File: config.mk
export PLATFORM = sky130hd
export DESIGN_NAME = segment_frame_packer_unit
export DESIGN_NICKNAME = d
export VERILOG_FILES = /design/src/sfp_pkg.sv /design/src/sfp_front.sv /design/src/sfp_queue.sv /design/src/sfp_back.sv /design/src/segment_frame_packer_unit.sv
export SDC_FILE = /design/constraint.sdc
export NUM_CORES = 1
export LEC_CHECK = 0
export BUFFER_PORTS_ARGS = -buffer_cell sky130_fd_sc_hd__buf_2
export CAP_MARGIN = 30
export CORE_MARGIN = 5
export CORE_UTILIZATION = 30
export CTS_BUF_LIST = sky130_fd_sc_hd__clkbuf_4
export CTS_CLUSTER_SIZE = 40
export DETAILED_ROUTE_END_ITERATION = 10
export PLACE_DENSITY_LB_ADDON = 0.2
export REMOVE_ABC_BUFFERS = 1
export SYNTH_ARGS = -nofsm -noshare
export SYNTH_HDL_FRONTEND = slang
export SYNTH_SLANG_ARGS = --single-unit
export TNS_END_PERCENT = 20
File: constraint.sdc
create_clock -name clk -period 9.6 [get_ports clk]
set_clock_uncertainty 0.1 [all_clocks]
set_input_delay 0.48 -clock clk [delete_from_list [all_inputs] [get_ports clk]]
set_output_delay 0.48 -clock clk [all_outputs]
set_load 0.05 [all_outputs]
File: src/sfp_pkg.sv
`timescale 1ns / 1ps
// ----------------------------------------------------------------------------
// sfp_pkg
// Shared types, constants and lookup functions of the segment frame packer.
// ----------------------------------------------------------------------------
package sfp_pkg;

  localparam int NUM_DIGITS  = 18;
  localparam int FRAME_BYTES = 16;
  localparam int GLYPH_COUNT = 39;

  typedef logic [5:0] char_code_t;
  typedef logic [6:0] seg_mask_t;
  typedef logic [4:0] digit_idx_t;
  typedef logic [3:0] byte_idx_t;

  localparam char_code_t CODE_BLANK = 6'd38;
  localparam byte_idx_t  LAST_BYTE  = 4'(FRAME_BYTES - 1);
  localparam byte_idx_t  DOT_BYTE   = 4'd3;

  // Command codes carried on the func field
  typedef enum logic [1:0] {
    FUNC_WRITE_DIGIT = 2'd0,
    FUNC_SET_DOTS    = 2'd1,
    FUNC_DRAW        = 2'd2
  } func_t;

  // Snapshot of the display state taken by a draw command
  typedef struct packed {
    logic [NUM_DIGITS-1:0][5:0] codes;
    logic [1:0]                 dots;   // bit 0 left dot, bit 1 right dot
  } draw_job_t;

  // Source of one frame byte: low bits from digit_a, high bits from digit_b
  typedef struct packed {
    digit_idx_t digit_a;
    digit_idx_t digit_b;
    logic [2:0] shift;
  } byte_src_t;

  // Seven-segment character table: digits, letters, minus, all on, blank
  localparam seg_mask_t GLYPH_ROM [GLYPH_COUNT] = '{
    7'h5F, 7'h50, 7'h3B, 7'h79, 7'h74, 7'h6D, 7'h6F, 7'h58, 7'h7F, 7'h7D,
    7'h7E, 7'h67, 7'h0F, 7'h73, 7'h2F, 7'h2E, 7'h4F, 7'h76, 7'h06, 7'h51,
    7'h01, 7'h07, 7'h01, 7'h62, 7'h63, 7'h3E, 7'h01, 7'h01, 7'h6D, 7'h27,
    7'h43, 7'h01, 7'h01, 7'h01, 7'h01, 7'h3B,
    7'h20, 7'h7F, 7'h00
  };

  // Map a character code to its segment mask; codes without a glyph go blank
  function automatic seg_mask_t glyph(input char_code_t code);
    seg_mask_t m;
    m = 7'h00;
    if (code < 6'(GLYPH_COUNT)) begin
      m = GLYPH_ROM[code];
    end
    return m;
  endfunction

  // Glass wiring: each frame byte holds the top bits of one digit mask
  // followed by the low bits of the next digit in the stream
  function automatic byte_src_t byte_source(input byte_idx_t idx);
    byte_src_t s;
    unique case (idx)
      4'd0:    s = '{5'd13, 5'd14, 3'd5};
      4'd1:    s = '{5'd14, 5'd15, 3'd6};
      4'd2:    s = '{5'd16, 5'd17, 3'd0};
      4'd3:    s = '{5'd17, 5'd17, 3'd1};
      4'd4:    s = '{5'd9,  5'd10, 3'd1};
      4'd5:    s = '{5'd10, 5'd11, 3'd2};
      4'd6:    s = '{5'd11, 5'd12, 3'd3};
      4'd7:    s = '{5'd12, 5'd13, 3'd4};
      4'd8:    s = '{5'd4,  5'd5,  3'd4};
      4'd9:    s = '{5'd5,  5'd6,  3'd5};
      4'd10:   s = '{5'd6,  5'd7,  3'd6};
      4'd11:   s = '{5'd8,  5'd9,  3'd0};
      4'd12:   s = '{5'd0,  5'd1,  3'd0};
      4'd13:   s = '{5'd1,  5'd2,  3'd1};
      4'd14:   s = '{5'd2,  5'd3,  3'd2};
      4'd15:   s = '{5'd3,  5'd4,  3'd3};
      default: s = '{5'd0,  5'd0,  3'd0};
    endcase
    return s;
  endfunction

endpackage

File: src/sfp_front.sv
`timescale 1ns / 1ps
// ----------------------------------------------------------------------------
// sfp_front
// Accepts command items, keeps digit codes and dot flags, queues draw jobs.
// ----------------------------------------------------------------------------
module sfp_front import sfp_pkg::*; (
  input  logic       clk,
  input  logic       rst_n,
  input  logic       in_valid,
  output logic       in_stall,
  input  logic [1:0] in_func,
  input  logic [4:0] in_position,
  input  logic [5:0] in_char_code,
  input  logic       in_dot_left,
  input  logic       in_dot_right,
  input  logic       q_full,
  output logic       q_push,
  output draw_job_t  q_job
);

  logic [NUM_DIGITS-1:0][5:0] codes_r;
  logic [1:0]                 dots_r;
  logic                       accept;
  func_t                      func;

  assign in_stall = q_full;
  assign accept   = in_valid && !q_full;
  assign func     = func_t'(in_func);

  // Push a snapshot on a draw
  assign q_push      = accept && (func == FUNC_DRAW);
  assign q_job.codes = codes_r;
  assign q_job.dots  = dots_r;

  // Update digit codes and dot flags
  always_ff @(posedge clk) begin
    if (!rst_n) begin
      for (int i = 0; i < NUM_DIGITS; i++) begin
        codes_r[i] <= CODE_BLANK;
      end
      dots_r <= 2'b00;
    end else if (accept) begin
      case (func)
        FUNC_WRITE_DIGIT: begin
          if (in_position < 5'(NUM_DIGITS)) begin
            codes_r[in_position] <= in_char_code;
          end
        end
        FUNC_SET_DOTS: begin
          dots_r <= {in_dot_right, in_dot_left};
        end
        default: begin
          // draw is queued, unused code is dropped
        end
      endcase
    end
  end

endmodule

File: src/sfp_queue.sv
`timescale 1ns / 1ps
// ----------------------------------------------------------------------------
// sfp_queue
// Two-entry queue of draw jobs between the command front and byte back end.
// ----------------------------------------------------------------------------
module sfp_queue import sfp_pkg::*; (
  input  logic      clk,
  input  logic      rst_n,
  input  logic      push,
  input  draw_job_t push_job,
  output logic      full,
  input  logic      pop,
  output logic      head_valid,
  output draw_job_t head_job
);

  draw_job_t  slot_r [2];
  logic       wr_ptr_r;
  logic       rd_ptr_r;
  logic [1:0] count_r;

  assign full       = (count_r == 2'd2);
  assign head_valid = (count_r != 2'd0);
  assign head_job   = slot_r[rd_ptr_r];

  // Store a pushed job
  always_ff @(posedge clk) begin
    if (push) begin
      slot_r[wr_ptr_r] <= push_job;
    end
  end

  // Advance pointers and fill count
  always_ff @(posedge clk) begin
    if (!rst_n) begin
      wr_ptr_r <= 1'b0;
      rd_ptr_r <= 1'b0;
      count_r  <= 2'd0;
    end else begin
      if (push) begin
        wr_ptr_r <= !wr_ptr_r;
      end
      if (pop) begin
        rd_ptr_r <= !rd_ptr_r;
      end
      unique case ({push, pop})
        2'b10:   count_r <= count_r + 2'd1;
        2'b01:   count_r <= count_r - 2'd1;
        default: count_r <= count_r;
      endcase
    end
  end

endmodule

File: src/sfp_back.sv
`timescale 1ns / 1ps
// ----------------------------------------------------------------------------
// sfp_back
// Walks the 16 frame bytes of the head draw job into the output register.
// ----------------------------------------------------------------------------
module sfp_back import sfp_pkg::*; (
  input  logic       clk,
  input  logic       rst_n,
  input  logic       head_valid,
  input  draw_job_t  head_job,
  output logic       pop,
  output logic       out_valid,
  input  logic       out_stall,
  output logic [7:0] out_frame_byte,
  output logic [3:0] out_byte_index,
  output logic       out_last_byte
);

  byte_idx_t  cnt_r;
  logic       out_valid_r;
  logic [7:0] byte_r;
  byte_idx_t  index_r;
  logic       last_r;

  byte_src_t  src;
  seg_mask_t  mask_a;
  seg_mask_t  mask_b;
  logic [7:0] lo_part;
  logic [14:0] hi_wide;
  logic [7:0] byte_nxt;
  logic       load;

  // Assemble the byte for the current count
  always_comb begin
    src     = byte_source(cnt_r);
    mask_a  = glyph(head_job.codes[src.digit_a]);
    mask_b  = glyph(head_job.codes[src.digit_b]);
    lo_part = {1'b0, mask_a} >> src.shift;
    hi_wide = {8'b0, mask_b} << (3'd7 - src.shift);
    if (cnt_r == DOT_BYTE) begin
      byte_nxt = {head_job.dots[0], head_job.dots[1], lo_part[5:0]};
    end else begin
      byte_nxt = lo_part | hi_wide[7:0];
    end
  end

  assign load = head_valid && (!out_valid_r || !out_stall);
  assign pop  = load && (cnt_r == LAST_BYTE);

  // Advance the byte count
  always_ff @(posedge clk) begin
    if (!rst_n) begin
      cnt_r       <= '0;
      out_valid_r <= 1'b0;
    end else begin
      if (load) begin
        cnt_r       <= cnt_r + 4'd1;
        out_valid_r <= 1'b1;
      end else if (!out_stall) begin
        out_valid_r <= 1'b0;
      end
    end
  end

  // Hold the result payload
  always_ff @(posedge clk) begin
    if (load) begin
      byte_r  <= byte_nxt;
      index_r <= cnt_r;
      last_r  <= (cnt_r == LAST_BYTE);
    end
  end

  assign out_valid      = out_valid_r;
  assign out_frame_byte = byte_r;
  assign out_byte_index = index_r;
  assign out_last_byte  = last_r;

endmodule

File: src/segment_frame_packer_unit.sv
`timescale 1ns / 1ps
// ----------------------------------------------------------------------------
// segment_frame_packer_unit
// Frame builder for an 18-digit seven-segment glass driver.
// ----------------------------------------------------------------------------
// Input channel (in_valid / in_stall) takes command items: write a digit
// code, set the two dot flags, or draw a frame. Writes and dot sets give
// no result; a digit write to a position past the last digit and the
// unused command code are dropped.
// A draw snapshots the digit codes and dots into a two-entry job queue. The
// back end then emits 16 result items (out_valid / out_stall), one frame byte
// per cycle in byte order while the receiver does not stall, byte 15 marked
// last so the load strobe can follow. A draw passes through the job queue
// and then the output register before its first byte shows, and occupies
// the back end for its walk through the frame. Commands keep flowing while
// up to two draws wait or run; in_stall rises only when the job queue is
// full. When the receiver stalls, the output register holds its byte and the
// walk pauses. Synchronous reset blanks all digits, clears the dots, empties
// the queue and drops any pending result.
// ----------------------------------------------------------------------------
module segment_frame_packer_unit import sfp_pkg::*; (
  input  logic       clk,
  input  logic       rst_n,
  input  logic       in_valid,
  output logic       in_stall,
  input  logic [1:0] in_func,
  input  logic [4:0] in_position,
  input  logic [5:0] in_char_code,
  input  logic       in_dot_left,
  input  logic       in_dot_right,
  output logic       out_valid,
  input  logic       out_stall,
  output logic [7:0] out_frame_byte,
  output logic [3:0] out_byte_index,
  output logic       out_last_byte
);

  logic      q_full;
  logic      q_push;
  draw_job_t q_job;
  logic      q_pop;
  logic      q_head_valid;
  draw_job_t q_head_job;

  // Classify commands and keep display state
  sfp_front u_front (
    .clk          (clk),
    .rst_n        (rst_n),
    .in_valid     (in_valid),
    .in_stall     (in_stall),
    .in_func      (in_func),
    .in_position  (in_position),
    .in_char_code (in_char_code),
    .in_dot_left  (in_dot_left),
    .in_dot_right (in_dot_right),
    .q_full       (q_full),
    .q_push       (q_push),
    .q_job        (q_job)
  );

  // Buffer draw jobs
  sfp_queue u_queue (
    .clk        (clk),
    .rst_n      (rst_n),
    .push       (q_push),
    .push_job   (q_job),
    .full       (q_full),
    .pop        (q_pop),
    .head_valid (q_head_valid),
    .head_job   (q_head_job)
  );

  // Emit frame bytes
  sfp_back u_back (
    .clk            (clk),
    .rst_n          (rst_n),
    .head_valid     (q_head_valid),
    .head_job       (q_head_job),
    .pop            (q_pop),
    .out_valid      (out_valid),
    .out_stall      (out_stall),
    .out_frame_byte (out_frame_byte),
    .out_byte_index (out_byte_index),
    .out_last_byte  (out_last_byte)
  );

endmodule

==> results.cfg, run 1 <==
[clock_tree]
cts_resized = 0
htreeDepth = 3
clk_path_buf_depth = 3
cts_tree = yes
hold_buffers = 9
clock-sinks = 361
root_buffer = clkbuf_4
cts_buffers = 97
path_clk_slew_ps = 70
cts_setup_buffers = 0
clk_latency_ps = 840

[detailed_routing]
wl_met3_um = 3300
met2_length_um = 24500
dr_total_vias = 11900
ant_nets = 0
viasPerCell = 5.15
m1WireLength_um = 22600
wirelength_um = 51600
top_layer_used = met4
wl_per_cell_um = 22.4
first_pass_iters = 5
route.detailed.drc = 0
drt_iter0_markers = 760

[die]
start_util = 0.303
core-area_mm2 = 0.0591
std_cell_rows = 89
io_pins = 34
dieArea_mm2 = 0.0647
fp.dieH_um = 254
die_w_um = 254

[synth]
synth-edff-count = 233
synth_area_mm2 = 0.0179
synth_area_leader_cell = edfxtp_1
synth_top_area_share = 0.390
syn_inst = 1369
synth_cell_types = 102
avgSynthCellArea_um2 = 13.1
synth_area_leaders = edfxtp_1 (39%), dfxtp_1 (14%), mux2i_1 (11%)
synth_warnings = 0
synth_ff_type = edfxtp_1
ys_ff_latch = 361
async_flop_share = 0
yosysSeqAreaShare = 0.533

[final_layout]
stdcell_area_mm2 = 0.0202
final_cells = 2306
num-nets-final = 1494
layout-drive-gt1-share = 0.218
area_growth_pct = 12.8
fillers = 5813
mostFrequentLayoutCell = edfxtp_1
fin_util = 0.342
final_cell_mix = edfxtp_1 (233), mux2i_1 (194), nand2_1 (153), clkbuf_4 (148), dfxtp_1 (124)

[grt]
grt_max_degree = 71
grt_antenna_before_repair = 3
grtUsageTotal = 0.158
grt_pass1_vias = 12100
grt_overflow = 0
grt_pass1_wl_um = 77000

[sta]
setup_ws_ps = 4240
post-route-min-period_ps = 5360
maxSlewHeadroom = 0.301
slew_viol_final = 0
hold_viol = 0
tns_ps = 0
max_freq_mhz = 187
rsz0062_at_grt = false
min_period_over_period = 0.558
setup-violations-final = 0
worst_pin_slew_ps = 1050
holdWs_ps = 101

[hold_path]
min_from = in_char_code[0]
whs_endpoint = u_front.q_job[104]
hp-class = input pin to register
hold_depth = 3

[placement]
port_buffers = 33
place_ws_ps = 4220
dpl.hpwl_um = 34300
place.gp.congestion = 0.835
placed_cell_area_mm2 = 0.0188
dpl.cell_count = 2113

[pwr]
power_mw = 3.41
vdd_drop_max_v = 0.0000759
power.leakage_nw = 6.64
powerDensity_mw_per_mm2 = 169

[critical_path]
slowest_stage = dfxtp_4
end_kind = register
cp.required_ps = 10170
regToRegEndpoint = u_back.out_frame_byte[7]
critPathKind = register to register
crit_path_cell_trace = buf_4 -> mux4_2 -> a22oi_1 -> a311oi_1 -> a2111oi_4 -> inv_2 -> ha_1 -> nand4_1 -> a21bo_2 -> or4_1 -> o2111ai_2 -> o32ai_1 -> o22ai_1 -> a311o_1
worstPathArrival_ps = 5930
critPathBufInv = 2
cp_top_family = compound AO/OA/AOI/OAI gates
cp-start-kind = register
startpoint = u_back.src[3]
r2r_cells = 14
rrSetupSlack_ps = 4240
r2r_start = u_back.src[3]
slowest_delay_ps = 880
cp_max_fo = 46

[flow_run]
maxCapViolations = 0

[status]
status = completed
[cell usage after synthesis, types with 4 or more instances]
cell        n
edfxtp_1  233
mux2i_1   194
nand2_1   153
dfxtp_1   128
nor2b_1    70
mux4_2     58
clkbuf_1   51
nor2_1     48
a21oi_1    30
ha_1       25
nand3_1    25
inv_1      21
and2_1     19
buf_2      19
mux4_1     18
a22oi_1    17
o21ai_0    15
mux2_2     13
nor3_1     13
a211oi_1   10
o22ai_1    10
buf_6       9
nand2b_1    7
o211ai_1    7
a21boi_0    6
nand4_1     6
a31oi_1     5
nor3b_1     5
a211o_1     4
a221oi_1    4
a22o_1      4
and3_1      4
buf_1       4
buf_12      4
buf_4       4
nor4_1      4
o221ai_1    4
or3_1       4
or4_1       4
xnor2_1     4
xor2_1      4
[layout make-up]
cell class | count | area, µm² | share of cell area
Sequential cell | 361 | 9570 | 0.473
Multi-Input combinational cell | 890 | 7740 | 0.383
Clock buffer | 148 | 1110 | 0.0549
Tap cell | 773 | 967 | 0.0478
Timing Repair Buffer | 76 | 587 | 0.0290
Clock inverter | 31 | 156 | 0.00773
Inverter | 24 | 90.1 | 0.00445
Antenna cell | 3 | 7.51 | 0.000371
[flip-flops by register name, indices dropped and copies added (netlist names), named ones only]
register and cells:
u_back.cnt_r 4, u_back.out_byte_index 4, u_back.out_frame_byte 8, u_back.out_last_byte 1, u_back.out_valid 1, u_back.src 8
u_front.dots_r 2, u_front.q_job 108, u_queue.count_r 2, u_queue.rd_ptr_r 1, u_queue.slot_r 220, u_queue.wr_ptr_r 1
[power breakdown]
part	switching [mW]	internal (mW)
combinational	0.218	0.128
sequential	0.0244	1.66
clock	0.650	0.731
[worst max-delay path by stage]
stage | endpoint | cells after the start
3_5_place_dp | u_back.out_frame_byte[6] | 13
3_3_place_gp | u_back.out_frame_byte[6] | 11
2_1_floorplan | u_back.out_frame_byte[6] | 12
4_1_cts | u_back.out_frame_byte[6] | 13
6_report | u_back.out_frame_byte[7] | 14
5_1_grt | u_back.out_frame_byte[6] | 13
[worst min-delay path, cell delays in order]
cell and delay [ps]:
buf_2 260, mux2i_1 190, nor2b_1 50
[per-layer routing]
layer / track usage / up-vias
met5: 0 / -
met4: 0.0492 / 0
met3: 0.0431 / 82
met2: 0.259 / 370
met1: 0.207 / 5939
li1: - / 5477
[cells by family (layout without fill, tap and decap cells)]
group | after synthesis | after routing | synth area share
other | 0 | 3 | 0
muxes | 284 | 284 | 0.216
DFF | 361 | 361 | 0.533
AOI/OAI and AO/OA | 182 | 182 | 0.0800
adders and majority gates | 25 | 25 | 0.0174
xor gates and xnor gates | 8 | 8 | 0.00391
and+or+nand+nor | 391 | 391 | 0.113
buffers and inverters | 118 | 279 | 0.0362
(Power assumes the default switching activity.)
==> inputs of run 2 (changes only) <==
- clock period: 9.6 -> 5.6 ns (I/O delays scaled with it)
==> run 2 against run 1 <==
  * Non-clock buffer count increased by 24
  * Die area unchanged
  * Highest routed layer unchanged
  * Clock-buffer cell count increased by 1
  * Power increased by 73%
  * Via count increased by 1.3%
==> results.cfg, run 2 (same netlist as run 1, synthesis figures left out) <==
[die]
io_pins = 34
die_w_um = 254
dieArea_mm2 = 0.0647
start_util = 0.303
fp.dieH_um = 254
core-area_mm2 = 0.0591
std_cell_rows = 89

[critical_path]
r2r_cells = 13
cp_common_cell = or4_1
cp_max_fo = 39
critPathBufInv = 1
cp_top_family = simple AND/OR/NAND/NOR gates
regToRegEndpoint = u_back.out_frame_byte[6]
slowest_stage = nor2_1
cp.required_ps = 6030
crit_path_cell_trace = buf_12 -> nor2_1 -> a22oi_1 -> and3_1 -> a2111oi_4 -> ha_1 -> nor4_1 -> a21bo_2 -> or4_1 -> o2111ai_2 -> o32ai_1 -> nor3_1 -> or4_1
slowest_delay_ps = 640
rrSetupSlack_ps = 700
end_kind = register
cp-start-kind = register
critPathKind = register to register
worstPathArrival_ps = 5330

[sta]
maxSlewHeadroom = 0.355
setup_ws_ps = 704
max_freq_mhz = 204
slew_viol_final = 0
hold_viol = 0
worst_pin_slew_ps = 959
min_period_over_period = 0.874
tns_ps = 0
setup-violations-final = 0
holdWs_ps = 89.5
rsz0062_at_grt = false
post-route-min-period_ps = 4900

[pwr]
internal-power_mw = 4.35
power_frac_seq = 0.490
power_switching_mw = 1.54
clkPwrFrac = 0.405
combPwrFrac = 0.105
p_sw_frac = 0.262
power_mw = 5.89
power.leakage_nw = 6.75
vdd_drop_max_v = 0.000123
powerDensity_mw_per_mm2 = 287

[clock_tree]
clk_path_buf_depth = 3
clock-sinks = 361
cts_tree = yes
clk_latency_ps = 840
root_buffer = clkbuf_4
cts_buffers = 99
htreeDepth = 3
cts_resized = 0
path_clk_slew_ps = 60

[final_layout]
mostFrequentLayoutCell = edfxtp_1
final_cells = 2338
largest_reg_flops = 220
stdcell_area_mm2 = 0.0205
fillers = 5835
fin_util = 0.347
layout-drive-gt1-share = 0.220
area_growth_pct = 14.3
final-seq-area_mm2 = 0.00957
final_cell_mix = edfxtp_1 (233), mux2i_1 (194), nand2_1 (153), clkbuf_4 (149), dfxtp_1 (124)
num-nets-final = 1520
multi_input_area_mm2 = 0.00774
regMostFlops = u_queue.slot_r

[placement]
port_buffers = 33
placed_cell_area_mm2 = 0.0189
dpl.cell_count = 2124
place_ws_ps = 654
dpl.hpwl_um = 35700
place.gp.congestion = 0.854

[hold_path]
hold_depth = 5
hp-class = input pin to register
whs_endpoint = u_front.q_job[75]
min_from = in_position[4]

[detailed_routing]
ant_nets = 0
wl_per_cell_um = 22.4
drt_iter0_markers = 789
wirelength_um = 52400
first_pass_iters = 5
viasPerCell = 5.14
route.detailed.drc = 0
dr_total_vias = 12000

[flow_run]
maxCapViolations = 0

[grt]
grt_max_degree = 70
grt_antenna_before_repair = 4
grtUsageTotal = 0.161
grt_pass1_wl_um = 78600
grt_overflow = 0
grt_pass1_vias = 12200

[status]
status = completed
[run 2: how the worst max path moves through the flow]
stage / startpoint / endpoint / slack [ps] / depth (start not counted)
floorplan: register / u_back.out_frame_byte[6] / -1500 / 12
global placement: register / u_back.out_frame_byte[6] / 700 / 13
detailed placement: register / u_back.out_frame_byte[6] / 650 / 13
CTS: register / u_back.out_frame_byte[6] / 670 / 13
global route: register / u_back.out_frame_byte[7] / 360 / 14
finish: register / u_back.out_frame_byte[6] / 700 / 13
[run 2: layout make-up]
cell class                 instances  area share
timing repair buffer             100      0.0397
multi-input combinational        890       0.378
sequential                       361       0.467
inverter                          24     0.00440
clock inverter                    36     0.00903
tap                              773      0.0472
antenna                            5    0.000610
clock buffer                     149      0.0546
[run 2: what timing repair did]
action | 4_1_cts | 5_1_grt
endpoints found under the setup margin | 0 | 0
endpoints found under the hold margin | 133 | 0
hold buffers | 23 | 0
setup buffers | 0 | 0
[run 2: worst register-to-register path, cell delays in order, from the launching register on]
cell	delay, ps
dfxtp_4	540
buf_12	320
nor2_1	660
a22oi_1	190
and3_1	270
a2111oi_4	480
ha_1	410
nor4_1	310
a21bo_2	170
or4_1	130
o2111ai_2	180
o32ai_1	290
nor3_1	80
or4_1	530
[run 2: power groups by stage]
| stage | clock (mW) | sequential [mW] | combinational [mW] |
|---|---|---|---|
| global placement | 0 | 2.95 | 0.603 |
| floorplan | 0 | 2.98 | 0.355 |
| global route | 2.62 | 2.89 | 0.668 |
| detailed placement | 0 | 2.95 | 0.605 |
| CTS | 2.47 | 2.89 | 0.616 |
| finish | 2.38 | 2.89 | 0.618 |
[run 2: layer usage]
| metal | track usage | routed length [µm] | vias to the layer above |
|---|---|---|---|
| met5 | 0 | 0 | - |
| met4 | 0.0618 | 1740 | 0 |
| met3 | 0.0348 | 2820 | 109 |
| met2 | 0.253 | 24100 | 366 |
| met1 | 0.221 | 23700 | 6018 |
| li1 | - | - | 5530 |
